$ cat src/rtl/s2u_pkg.sv
`timescale 1ns / 1ps

package s2u_pkg;

	// Reset value of the base register
	localparam logic [5:0] RADIX_RESET = 6'd10;

	// Result status codes
	localparam logic [1:0] ST_OK      = 2'd0;
	localparam logic [1:0] ST_BADBASE = 2'd1;
	localparam logic [1:0] ST_NODIG   = 2'd2;
	localparam logic [1:0] ST_OVF     = 2'd3;

	// Classified character, front to back
	typedef struct packed {
		logic       is_nul;
		logic       is_space;
		logic       is_plus;
		logic       is_minus;
		logic       is_zero;
		logic       is_x;
		logic       dig_ok;
		logic [5:0] dig;
	} s2u_cls_t;

endpackage

$ cat src/rtl/s2u_front.sv
`timescale 1ns / 1ps

module s2u_front (
	input  logic              char_valid,
	output logic              char_stall,
	input  logic [7:0]        char_byte,
	input  logic              q_full,
	output logic              q_push,
	output s2u_pkg::s2u_cls_t q_item
);
	import s2u_pkg::*;

	localparam logic [7:0] CH_NUL   = 8'h00;
	localparam logic [7:0] CH_HT    = 8'h09;
	localparam logic [7:0] CH_CR    = 8'h0D;
	localparam logic [7:0] CH_SPACE = 8'h20;
	localparam logic [7:0] CH_PLUS  = 8'h2B;
	localparam logic [7:0] CH_MINUS = 8'h2D;
	localparam logic [7:0] CH_0     = 8'h30;
	localparam logic [7:0] CH_9     = 8'h39;
	localparam logic [7:0] CH_UA    = 8'h41;
	localparam logic [7:0] CH_UX    = 8'h58;
	localparam logic [7:0] CH_UZ    = 8'h5A;
	localparam logic [7:0] CH_LA    = 8'h61;
	localparam logic [7:0] CH_LX    = 8'h78;
	localparam logic [7:0] CH_LZ    = 8'h7A;
	// subtract to map letters onto 10..35
	localparam logic [7:0] OFS_UC   = 8'h37;
	localparam logic [7:0] OFS_LC   = 8'h57;

	logic [7:0] dsub;

	always_comb begin
		q_item          = '0;
		q_item.is_nul   = (char_byte == CH_NUL);
		q_item.is_space = (char_byte == CH_SPACE) ||
			(char_byte >= CH_HT && char_byte <= CH_CR);
		q_item.is_plus  = (char_byte == CH_PLUS);
		q_item.is_minus = (char_byte == CH_MINUS);
		q_item.is_zero  = (char_byte == CH_0);
		q_item.is_x     = (char_byte == CH_LX) || (char_byte == CH_UX);
		dsub            = '0;
		if (char_byte >= CH_0 && char_byte <= CH_9) begin
			dsub          = char_byte - CH_0;
			q_item.dig_ok = 1'b1;
		end else if (char_byte >= CH_UA && char_byte <= CH_UZ) begin
			dsub          = char_byte - OFS_UC;
			q_item.dig_ok = 1'b1;
		end else if (char_byte >= CH_LA && char_byte <= CH_LZ) begin
			dsub          = char_byte - OFS_LC;
			q_item.dig_ok = 1'b1;
		end
		q_item.dig = dsub[5:0];
	end

	assign char_stall = q_full;
	assign q_push     = char_valid && !q_full;

endmodule

$ cat src/rtl/s2u_queue.sv
`timescale 1ns / 1ps

module s2u_queue (
	input  logic              clk,
	input  logic              arst_n,
	input  logic              push,
	input  s2u_pkg::s2u_cls_t wr_item,
	output logic              full,
	input  logic              pop,
	output logic              rd_valid,
	output s2u_pkg::s2u_cls_t rd_item
);
	import s2u_pkg::*;

	localparam int DEPTH = 2;
	localparam int AW    = $clog2(DEPTH);

	s2u_cls_t        mem_q [DEPTH];
	logic [AW-1:0]   wr_ptr_q;
	logic [AW-1:0]   rd_ptr_q;
	logic [AW:0]     cnt_q;

	assign full     = (cnt_q == (AW+1)'(DEPTH));
	assign rd_valid = (cnt_q != '0);
	assign rd_item  = mem_q[rd_ptr_q];

	always_ff @(posedge clk) begin
		if (push) begin
			mem_q[wr_ptr_q] <= wr_item;
		end
	end

	always_ff @(posedge clk or negedge arst_n) begin
		if (!arst_n) begin
			wr_ptr_q <= '0;
			rd_ptr_q <= '0;
			cnt_q    <= '0;
		end else begin
			if (push) begin
				wr_ptr_q <= (wr_ptr_q == AW'(DEPTH - 1)) ? '0 : wr_ptr_q + 1'b1;
			end
			if (pop) begin
				rd_ptr_q <= (rd_ptr_q == AW'(DEPTH - 1)) ? '0 : rd_ptr_q + 1'b1;
			end
			if (push && !pop) begin
				cnt_q <= cnt_q + 1'b1;
			end else if (pop && !push) begin
				cnt_q <= cnt_q - 1'b1;
			end
		end
	end

endmodule

$ cat src/rtl/s2u_back.sv
`timescale 1ns / 1ps

module s2u_back #(
	parameter int POSITION_WIDTH = 16
) (
	input  logic              clk,
	input  logic              arst_n,
	input  logic [5:0]        radix,
	input  logic              q_valid,
	input  s2u_pkg::s2u_cls_t q_item,
	output logic              q_pop,
	output logic              res_valid,
	input  logic              res_stall,
	output logic [63:0]       value,
	output logic [1:0]        status,
	output logic [15:0]       stop_index
);
	import s2u_pkg::*;

	localparam int PW = POSITION_WIDTH;

	localparam logic [2:0] PH_WS     = 3'd0;
	localparam logic [2:0] PH_FIRST  = 3'd1;
	localparam logic [2:0] PH_ZERO   = 3'd2;
	localparam logic [2:0] PH_X      = 3'd3;
	localparam logic [2:0] PH_DIGITS = 3'd4;
	localparam logic [2:0] PH_STOP   = 3'd5;

	localparam logic [5:0] BASE_MIN = 6'd2;
	localparam logic [5:0] BASE_OCT = 6'd8;
	localparam logic [5:0] BASE_DEC = 6'd10;
	localparam logic [5:0] BASE_HEX = 6'd16;
	localparam logic [5:0] BASE_MAX = 6'd36;

	logic [2:0]    phase_q, n_phase;
	logic          minus_q, n_minus;
	logic          ovf_q, n_ovf;
	logic [63:0]   acc_q, n_acc;
	logic [5:0]    base_q, n_base;
	logic [PW-1:0] pos_q, n_pos;
	logic [PW-1:0] stop_q, n_stop;
	logic          digits_q, n_digits;

	logic          go;
	logic          r_auto, r_hex, dec_zero, dec_bad, dec_path, do_take, td_ok;
	logic [5:0]    dec_base, td_base;
	logic [5:0]    end_base;
	logic [63:0]   td_acc;
	logic [69:0]   prod;
	logic [PW-1:0] pos_inc;

	logic          res_valid_q;
	logic [63:0]   value_q;
	logic [1:0]    status_q;
	logic [15:0]   sidx_q;
	logic [15:0]   sp16;

	// clamp stop position onto the 16-bit result field
	if (PW > 16) begin : g_sat
		assign sp16 = (stop_q[PW-1:16] != '0) ? 16'hFFFF : stop_q[15:0];
	end else begin : g_ext
		assign sp16 = 16'(stop_q);
	end

	always_comb begin
		// a NUL needs the output register free; other chars never wait
		go    = q_valid && (!q_item.is_nul || !res_valid_q || !res_stall);
		q_pop = go;

		r_auto   = (radix == '0);
		r_hex    = (radix == BASE_HEX);
		dec_zero = (r_auto || r_hex) && q_item.is_zero;
		dec_base = r_auto ? BASE_DEC : radix;
		dec_bad  = !r_auto && (radix < BASE_MIN || radix > BASE_MAX);
		dec_path = (phase_q == PH_FIRST) || ((phase_q == PH_WS) &&
			!q_item.is_space && !q_item.is_plus && !q_item.is_minus);

		td_base = (phase_q == PH_X) ? BASE_HEX : (dec_path ? dec_base : base_q);
		td_acc  = (phase_q == PH_X) ? '0 : acc_q;
		td_ok   = q_item.dig_ok && (q_item.dig < td_base);
		// acc * base + digit, carry bits give exact overflow
		prod    = 70'(td_acc) * 70'(td_base) + 70'(q_item.dig);
		pos_inc = (pos_q == '1) ? pos_q : pos_q + 1'b1;

		n_phase  = phase_q;
		n_minus  = minus_q;
		n_ovf    = ovf_q;
		n_acc    = acc_q;
		n_base   = base_q;
		n_stop   = stop_q;
		n_digits = digits_q;
		n_pos    = pos_inc;
		do_take  = 1'b0;

		unique case (phase_q) inside
			PH_WS, PH_FIRST: begin
				if ((phase_q == PH_WS) && q_item.is_space) begin
					n_phase = phase_q;
				end else if ((phase_q == PH_WS) && (q_item.is_plus || q_item.is_minus)) begin
					n_minus = q_item.is_minus;
					n_phase = PH_FIRST;
				end else if (dec_zero) begin
					n_base   = r_auto ? BASE_OCT : BASE_HEX;
					n_acc    = '0;
					n_digits = 1'b1;
					n_stop   = pos_inc;
					n_phase  = PH_ZERO;
				end else if (dec_bad) begin
					n_base  = '0;
					n_phase = PH_STOP;
				end else begin
					n_base  = dec_base;
					do_take = 1'b1;
				end
			end
			PH_ZERO: begin
				if (q_item.is_x) begin
					n_phase = PH_X;
				end else begin
					do_take = 1'b1;
				end
			end
			PH_X: begin
				if (td_ok) begin
					n_base  = BASE_HEX;
					n_ovf   = 1'b0;
					do_take = 1'b1;
				end else begin
					n_phase = PH_STOP;
				end
			end
			PH_DIGITS: begin
				do_take = 1'b1;
			end
			default: begin
				n_phase = phase_q;
			end
		endcase

		if (do_take) begin
			if (td_ok) begin
				n_acc    = prod[63:0];
				n_ovf    = n_ovf || (prod[69:64] != '0);
				n_digits = 1'b1;
				n_stop   = pos_inc;
				n_phase  = PH_DIGITS;
			end else begin
				n_phase = PH_STOP;
			end
		end

		// base as the terminating NUL leaves it, before the string is cleared
		end_base = n_base;

		// end of string: back to the initial state
		if (q_item.is_nul) begin
			n_phase  = PH_WS;
			n_minus  = 1'b0;
			n_ovf    = 1'b0;
			n_acc    = '0;
			n_base   = '0;
			n_pos    = '0;
			n_stop   = '0;
			n_digits = 1'b0;
		end
	end

	always_ff @(posedge clk or negedge arst_n) begin
		if (!arst_n) begin
			phase_q  <= PH_WS;
			minus_q  <= 1'b0;
			ovf_q    <= 1'b0;
			acc_q    <= '0;
			base_q   <= '0;
			pos_q    <= '0;
			stop_q   <= '0;
			digits_q <= 1'b0;
		end else if (go) begin
			phase_q  <= n_phase;
			minus_q  <= n_minus;
			ovf_q    <= n_ovf;
			acc_q    <= n_acc;
			base_q   <= n_base;
			pos_q    <= n_pos;
			stop_q   <= n_stop;
			digits_q <= n_digits;
		end
	end

	always_ff @(posedge clk or negedge arst_n) begin
		if (!arst_n) begin
			res_valid_q <= 1'b0;
		end else if (go && q_item.is_nul) begin
			res_valid_q <= 1'b1;
		end else if (!res_stall) begin
			res_valid_q <= 1'b0;
		end
	end

	// a NUL never changes acc, digits or overflow; only the base can
	always_ff @(posedge clk) begin
		if (go && q_item.is_nul) begin
			if (end_base == '0) begin
				value_q  <= '0;
				status_q <= ST_BADBASE;
				sidx_q   <= '0;
			end else if (!digits_q) begin
				value_q  <= '0;
				status_q <= ST_NODIG;
				sidx_q   <= '0;
			end else if (ovf_q) begin
				value_q  <= '1;
				status_q <= ST_OVF;
				sidx_q   <= sp16;
			end else begin
				value_q  <= minus_q ? (64'd0 - acc_q) : acc_q;
				status_q <= ST_OK;
				sidx_q   <= sp16;
			end
		end
	end

	assign res_valid  = res_valid_q;
	assign value      = value_q;
	assign status     = status_q;
	assign stop_index = sidx_q;

endmodule

$ cat src/rtl/string_to_u64_parser_unit.sv
`timescale 1ns / 1ps

// Channel   Direction  Handshake               Payload
// char      in         char_valid/char_stall   char_byte[7:0]
// result    out        res_valid/res_stall     value[63:0], status[1:0], stop_index[15:0]
// radix     cfg        radix_wr_en             radix_wr_data[5:0]
//
// One character per cycle while char_stall is low; a request reaches the parser state
// through the queue write, then the 64x6 multiply-add at the pop edge.
// A NUL request loads the output register at the edge it leaves the queue,
// which raises res_valid.
// Reset is asynchronous and leaves radix at 10.
// Result stall only holds back a NUL at the queue head; characters behind it
// wait in the two-entry queue, which then fills and raises char_stall.
module string_to_u64_parser_unit #(
	parameter int POSITION_WIDTH = 16
) (
	input  logic        clk,
	input  logic        arst_n,
	input  logic        radix_wr_en,
	input  logic [5:0]  radix_wr_data,
	input  logic        char_valid,
	output logic        char_stall,
	input  logic [7:0]  char_byte,
	output logic        res_valid,
	input  logic        res_stall,
	output logic [63:0] value,
	output logic [1:0]  status,
	output logic [15:0] stop_index
);
	import s2u_pkg::*;

	logic [5:0] radix_q;

	// front -> queue
	logic     q_full, q_push;
	s2u_cls_t f_item;

	// queue -> back
	logic     q_valid, q_pop;
	s2u_cls_t b_item;

	// Base register; sampled by the back end once per string
	always_ff @(posedge clk or negedge arst_n) begin
		if (!arst_n) begin
			radix_q <= RADIX_RESET;
		end else if (radix_wr_en) begin
			radix_q <= radix_wr_data;
		end
	end

	// Front end: classify each character (space, sign, zero, x, digit value)
	s2u_front u_front (
		.char_valid (char_valid),
		.char_stall (char_stall),
		.char_byte  (char_byte),
		.q_full     (q_full),
		.q_push     (q_push),
		.q_item     (f_item)
	);

	// Short queue decoupling classification from parsing
	s2u_queue u_queue (
		.clk      (clk),
		.arst_n   (arst_n),
		.push     (q_push),
		.wr_item  (f_item),
		.full     (q_full),
		.pop      (q_pop),
		.rd_valid (q_valid),
		.rd_item  (b_item)
	);

	// Back end: parse phases, accumulate, build the result
	s2u_back #(
		.POSITION_WIDTH (POSITION_WIDTH)
	) u_back (
		.clk        (clk),
		.arst_n     (arst_n),
		.radix      (radix_q),
		.q_valid    (q_valid),
		.q_item     (b_item),
		.q_pop      (q_pop),
		.res_valid  (res_valid),
		.res_stall  (res_stall),
		.value      (value),
		.status     (status),
		.stop_index (stop_index)
	);

	// Bad base always reports a zero value at position zero
	a_badbase_zero: assert property (@(posedge clk) disable iff (!arst_n)
		res_valid && (status == ST_BADBASE) |-> (value == '0) && (stop_index == '0))
		else $error("bad base result not zero");

	// Converted digits always leave a nonzero stop position
	a_ok_pos: assert property (@(posedge clk) disable iff (!arst_n)
		res_valid && ((status == ST_OK) || (status == ST_OVF)) |-> (stop_index != '0))
		else $error("converted result with zero stop position");

	// Overflow saturates the value
	a_ovf_ones: assert property (@(posedge clk) disable iff (!arst_n)
		res_valid && (status == ST_OVF) |-> (value == '1))
		else $error("overflow result not all ones");

	// No character enters while the queue is full
	a_no_push_full: assert property (@(posedge clk) disable iff (!arst_n)
		q_full |-> !q_push)
		else $error("push into full queue");

endmodule

$ cat config.mk
export PLATFORM = sky130hd
export DESIGN_NAME = string_to_u64_parser_unit
export DESIGN_NICKNAME = d
export VERILOG_FILES = /design/src/rtl/s2u_pkg.sv /design/src/rtl/s2u_front.sv /design/src/rtl/s2u_queue.sv /design/src/rtl/s2u_back.sv /design/src/rtl/string_to_u64_parser_unit.sv
export SDC_FILE = /design/constraint.sdc
export NUM_CORES = 1
export LEC_CHECK = 0
export BUFFER_PORTS_ARGS = -buffer_cell sky130_fd_sc_hd__buf_2
export CORE_MARGIN = 2
export CORE_UTILIZATION = 55
export DETAILED_ROUTE_END_ITERATION = 6
export PLACE_DENSITY = 0.68
export SETUP_SLACK_MARGIN = 0.02
export SKIP_CTS_REPAIR_TIMING = 1
export SYNTH_ARGS = -nofsm -noshare
export SYNTH_HDL_FRONTEND = slang
export SYNTH_HIERARCHICAL = 1
export SYNTH_SLANG_ARGS = --single-unit
$ cat constraint.sdc
create_clock -name clk -period 9.4 [get_ports clk]
set_input_delay 2.82 -clock clk [delete_from_list [all_inputs] [get_ports clk]]
set_output_delay 2.82 -clock clk [all_outputs]
set_load 0.01 [all_outputs]
# Word level (Yosys, flattened, before mapping)
# Memory sizes are Yosys's and may differ from the RTL's.
# Cells that the tools add are included.
dict set report word_totals {
  regBits 201
  latchBits 0
  ramBits 26
  rom_bits 0
  in_bits 19
  output_inout_bits 84
  elab_cells 188
  n_memories 1
}
dict set report op_classes {
  addsub 10
  multipliers 1
  div 0
  n_lt_le_gt_ge 11
  n_eq_ne 19
  shifts 0
  n_mux 79
  n_bitwise 1
  n_reduce_logical 50
}
# name words width read_ports rd_clocked_by_memory_dff wr line_no
set mem_list {}
lappend mem_list {u_queue.mem_q 2 13 1 0 1 s2u_queue.sv:18} ;# s2u_cls_t mem_q [DEPTH];
# op n
set ops {}
lappend ops {{$mux W64} 10}
lappend ops {{$mux W16} 9}
lappend ops {{$mux W6} 12}
lappend ops {{$add A70 B6 Y70} 1}
lappend ops {{$mul A64 B6 Y70} 1}
lappend ops {{$sub A1 B64 Y64 const A} 1}
lappend ops {{$eq A8 B6 Y1 const B} 4}
lappend ops {{$mux W1} 32}
lappend ops {{$mux W3} 8}
lappend ops {{$logic_and A1 B1 Y1} 17}
lappend ops {{$add A16 B1 Y16 const B} 1}
lappend ops {{$eq A16 B16 Y1 const B} 1}
lappend ops {{$eq A8 B7 Y1 const B} 2}
lappend ops {{$ge A8 B7 Y1 const B} 2}
lappend ops {{$le A8 B7 Y1 const B} 2}
lappend ops {{$logic_not A6 Y1} 2}
lappend ops {{$ne A4 B2 Y1 const B} 3}
lappend ops {{$pmux W6 S2} 1}
lappend ops {{$sub A6 B6 Y6 const B} 2}
lappend ops {{$logic_not A1 Y1} 10}
lappend ops {{$logic_or A1 B1 Y1} 9}
lappend ops {{$pmux W3 S3} 1}
lappend ops {{$ge A8 B4 Y1 const B} 1}
lappend ops {{$ge A8 B6 Y1 const B} 1}
lappend ops {{other kinds (28)} 38}

# Logic depth before layout (Yosys ltp)
# An unclocked memory read counts as a cell.
dict set report logic_depth {
  depth_word 16
  mapped_depth 30
  ltp_nobuf 27
}

# Cells and area by module
# The synthesis kept the hierarchy.
# mod instances cells_each area_per_inst_um2 seq_area_each_um2
set by_module_without_submodules {}
lappend by_module_without_submodules {s2u_back 1 2376 22312.6 5190.0}
lappend by_module_without_submodules {s2u_queue 1 56 1127.3 880.8}
lappend by_module_without_submodules {s2u_front 1 78 571.8 0.0}
lappend by_module_without_submodules {string_to_u64_parser_unit 1 13 254.0 152.6}

# Least setup slack after synthesis
# No wires, ideal clock.
dict set report synth_path {
  kind {register to register}
  from {register u_queue.rd_ptr_q}
  to {register u_back.ovf_q}
  setup_time_ns 0.135
  arrival_ns 7.320
  required_ns 9.265
  slack_ns 1.945
  stages_incl_launch_ff 29
  n_path_buf 3
  synth_period_minus_slack_ns 7.455
  path_cell_list {dfrtp_1 -> buf_6 -> mux2_2 -> nor3_1 -> o21a_1 -> clkbuf_1 -> nor2_1 -> a211oi_1 -> buf_1 -> nand2_1 -> fa_1 -> fa_1 -> inv_1 -> fa_1 -> inv_1 -> fa_1 -> inv_1 -> ha_1 -> a21o_1 -> a21oi_1 -> a31oi_1 -> o21ai_0 -> o21ai_0 -> a31oi_1 -> o31ai_1 -> nor4_1 -> a41oi_1 -> a2111oi_0 -> o21ai_0}
}
# element line_no
set synth_rtl {}
lappend synth_rtl {{from (decl)} s2u_queue.sv:20} ;# logic [AW-1:0] rd_ptr_q;
lappend synth_rtl {{from (signal assigned)} s2u_queue.sv:43} ;# rd_ptr_q <= (rd_ptr_q == AW'(DEPTH - 1)) ? '0 : rd_ptr_q + 1'b1;
lappend synth_rtl {{to (signal assigned)} s2u_back.sv:181} ;# ovf_q <= n_ovf;
lappend synth_rtl {{to (decl)} s2u_back.sv:37} ;# logic ovf_q, n_ovf;

==> flow_metrics.py <==
metrics = {
    "logic_synthesis": {
        "synth-compound-area-share": 0.143,
        "syn_avg_cell_area_um2": 9.62,
        "synth_xor_area_frac": 0.0498,
        "post_synth_inst_count": 2523,
        "synth_nets": 2956,
        "synth_top_family_by_area": "adder cells",
        "yosys_warnings": 6,
        "ys.flop_type": "dfrtp_1",
        "synthSimpleGateAreaFrac": 0.198,
        "synth_mux_area_frac": 0.0130,
        "ys_types": 89,
        "synth-seq-area-share": 0.256,
        "synth_edf_count": 108,
        "synthAdderAreaFrac": 0.291,
        "synth-seq-cells": 227,
        "synth_area_um2": 24300,
        "synthArstFlopShare": 0.524,
    },
    "clocking": {
        "cts_buffer_depth": 3,
        "clock-sinks": 227,
        "cts_root_buf": "clkbuf_16",
        "clkTransAtPathRegs_ns": 0.06,
        "clk_latency_ns": 0.58,
        "cts_tree": "yes",
        "cts_made_buffers": 29,
        "h-tree-depth": 1,
    },
    "final_layout": {
        "layout_commonest_cell": "and2_1",
        "multiInputGateArea_um2": 17000,
        "fill_cells": 3659,
        "fin_util": 0.600,
        "n_antenna_cell": 0,
        "final_nets": 2938,
        "area_growth_pct": 6.90,
        "final_cell_mix": "and2_1 (367), fa_1 (252), nand2_1 (194), ha_1 (162), a21oi_1 (161)",
        "register_area_um2": 6220,
        "drive_gt1_frac": 0.0930,
    },
    "power": {
        "clock_power_share": 0.241,
        "internal-power_w": 0.00255,
        "p_leak_nw": 12.3,
        "peakVddDrop_mv": 0.327,
        "pwr-share-seq": 0.316,
        "p_comb_frac": 0.442,
        "switching_share": 0.450,
        "power_switching_w": 0.00209,
        "power_density_nw_per_um2": 179,
        "power_w": 0.00464,
    },
    "route": {
        "antenna_left": 0,
        "top_layer": "met4",
        "wl_met2_um": 30700,
        "wl_met3_um": 4620,
        "wl_per_cell_um": 21.0,
        "wl_met1_um": 27600,
        "vias_per_cell": 6.05,
        "num_vias": 18800,
        "drt_iter0_drc": 1075,
        "drt_wl_total_um": 65200,
        "first_pass_iters": 5,
        "drc_errors": 0,
    },
    "sta": {
        "setup_tns_ns": 0,
        "setup_violations": 0,
        "relSlewSlack": 0.262,
        "finalCritPeriodShare": 0.934,
        "timing.fmax_mhz": 114,
        "finalHoldViolCount": 0,
        "rsz0062_at_grt": "no",
        "min_period_ns": 8.78,
        "whs_ns": 0.484,
        "finalMaxSlewViolations": 0,
        "finClkSkew_ns": 0.0190,
        "worst_slew_pin_slew_ns": 1.11,
    },
    "worst_setup_path": {
        "crit_type": "reg2reg",
        "end_kind": "flip-flop",
        "critPathRequiredTime_ns": 9.83,
        "worst_ep_arrival_time_ns": 9.21,
        "crit_path_start": "u_queue/rd_ptr_q",
        "rr_startpoint": "u_queue/rd_ptr_q",
        "crit_fanout": 38,
        "reg2reg_slack_ns": 0.62,
        "worstSetupStartpointType": "flip-flop",
    },
    "floorplanning": {
        "ios": 103,
        "core_um2": 43300,
        "die_w_um": 214,
        "rows": 76,
        "start_util": 0.561,
        "die_h_um": 214,
        "fp.dieArea_um2": 45800,
    },
    "grt": {
        "antenna_found_initial": 0,
        "overflow": 0,
        "grt_usage": 0.290,
        "grt_pass1_wl_um": 108000,
        "grt_pass1_vias": 20200,
        "grt_max_degree": 81,
    },
    "place": {
        "portBuffers": 102,
        "dp_hpwl_um": 46800,
        "place_congestion": 0.896,
    },
    "min_path": {
        "hold_start": "u_queue/wr_ptr_q",
        "hold_class": "reg2reg",
    },
    "outcome": {
        "status": "finished, final reports clean",
    },
    "flow_run": {
        "maxCapViolCount": 0,
    },
}
[Yosys cell counts (all sizes together), types with 93 or more instances]
cell,count,area share
and2,374,0.097
inv,93,0.014
nor2,121,0.019
o21ai,158,0.033
edfxtp,108,0.13
nand2,194,0.030
a21oi,164,0.034
clkbuf,158,0.027
xor2,93,0.034
fa,252,0.21
ha,162,0.084
dfrtp,117,0.12
[power groups by stage]
stage / logic (W) / registers (W) / clock network [W]
after global placement: 0.00199 / 0.00148 / 0
after floorplan: 0.00117 / 0.00154 / 0
after detailed placement: 0.00202 / 0.00148 / 0
after global routing: 0.00221 / 0.00149 / 0.00118
final: 0.00205 / 0.00147 / 0.00112
after CTS: 0.00203 / 0.00147 / 0.00114
[sequential cells by signal (all words and copies together) (netlist names), 2 cells and up]
name               count
u_back/sp16           16
u_back/status          2
u_back/pos_q          16
u_back/value          64
u_back/phase_q         3
u_queue/mem_q         26
u_queue/cnt_q          2
radix_q                6
u_back/stop_index     16
u_back/base_q          6
u_back/acc_q          64
[logic make-up (layout without fill, tap and decap cells)]
family          count (synthesis)  in the layout
compound gates                553            554
xor+xnor                      138            138
fa+ha+maj                     414            414
buf+inv                       270            273
flops                         227            227
mux                            27             27
simple gates                  894            894
[worst max-delay path, cell delays in order (launching register included)]
cell	delay, ns
dfrtp_1	0.68
mux2_2	0.44
nor3_1	0.34
o21a_1	0.45
nand2_1	0.18
a21oi_4	0.67
buf_4	0.55
and2_1	0.24
fa_1	0.42
fa_1	0.48
fa_1	0.51
ha_1	0.31
ha_1	0.40
a21oi_1	0.22
o21ai_0	0.15
a211oi_1	0.26
o21bai_1	0.16
a2111oi_0	0.71
o21ai_0	0.44
mux2i_1	0.20
nor3_1	0.22
nand3_1	0.09
a2111oi_0	0.32
o21ai_0	0.14
[per-stage QoR]
| stage | setup WS [ns] | area [um2] | instances |
|---|---|---|---|
| 2_1_floorplan | 1.95 | 24300 | 2523 |
| 3_3_place_gp | 0.863 | 25000 | 3058 |
| 3_5_place_dp | 0.701 | 25000 | 3058 |
| 4_1_cts | 0.688 | 25900 | 3111 |
| 5_1_grt | 0.0584 | 25900 | 3112 |
| 6_report | 0.621 | 25900 | 3112 |
[per-layer routing]
| metal | global-route usage | vias up |
|---|---|---|
| li1 | - | 8623 |
| met1 | 0.379 | 9398 |
| met2 | 0.484 | 658 |
| met3 | 0.0525 | 164 |
| met4 | 0.107 | 0 |
| met5 | 0 | - |
[cell type report]
type,instances,share of cell area
Clock buffer,42,0.0314
Inverter,94,0.0136
Sequential cell,227,0.240
Multi-Input combinational cell,2027,0.656
Clock inverter,11,0.00453
Timing Repair Buffer,126,0.0267
Tap cell,585,0.0282
[worst paths after layout]
path                               endpoint  cells past startpoint
max                            u_back/ovf_q                     23
min                        u_queue/wr_ptr_q                      1
max reg2reg                    u_back/ovf_q                     23
min reg2reg                u_queue/wr_ptr_q                      1
max in group asynchronous  u_back/acc_q[56]                      2
min in group asynchronous   u_back/sp16[10]                      1
(Power assumes the default switching activity.)
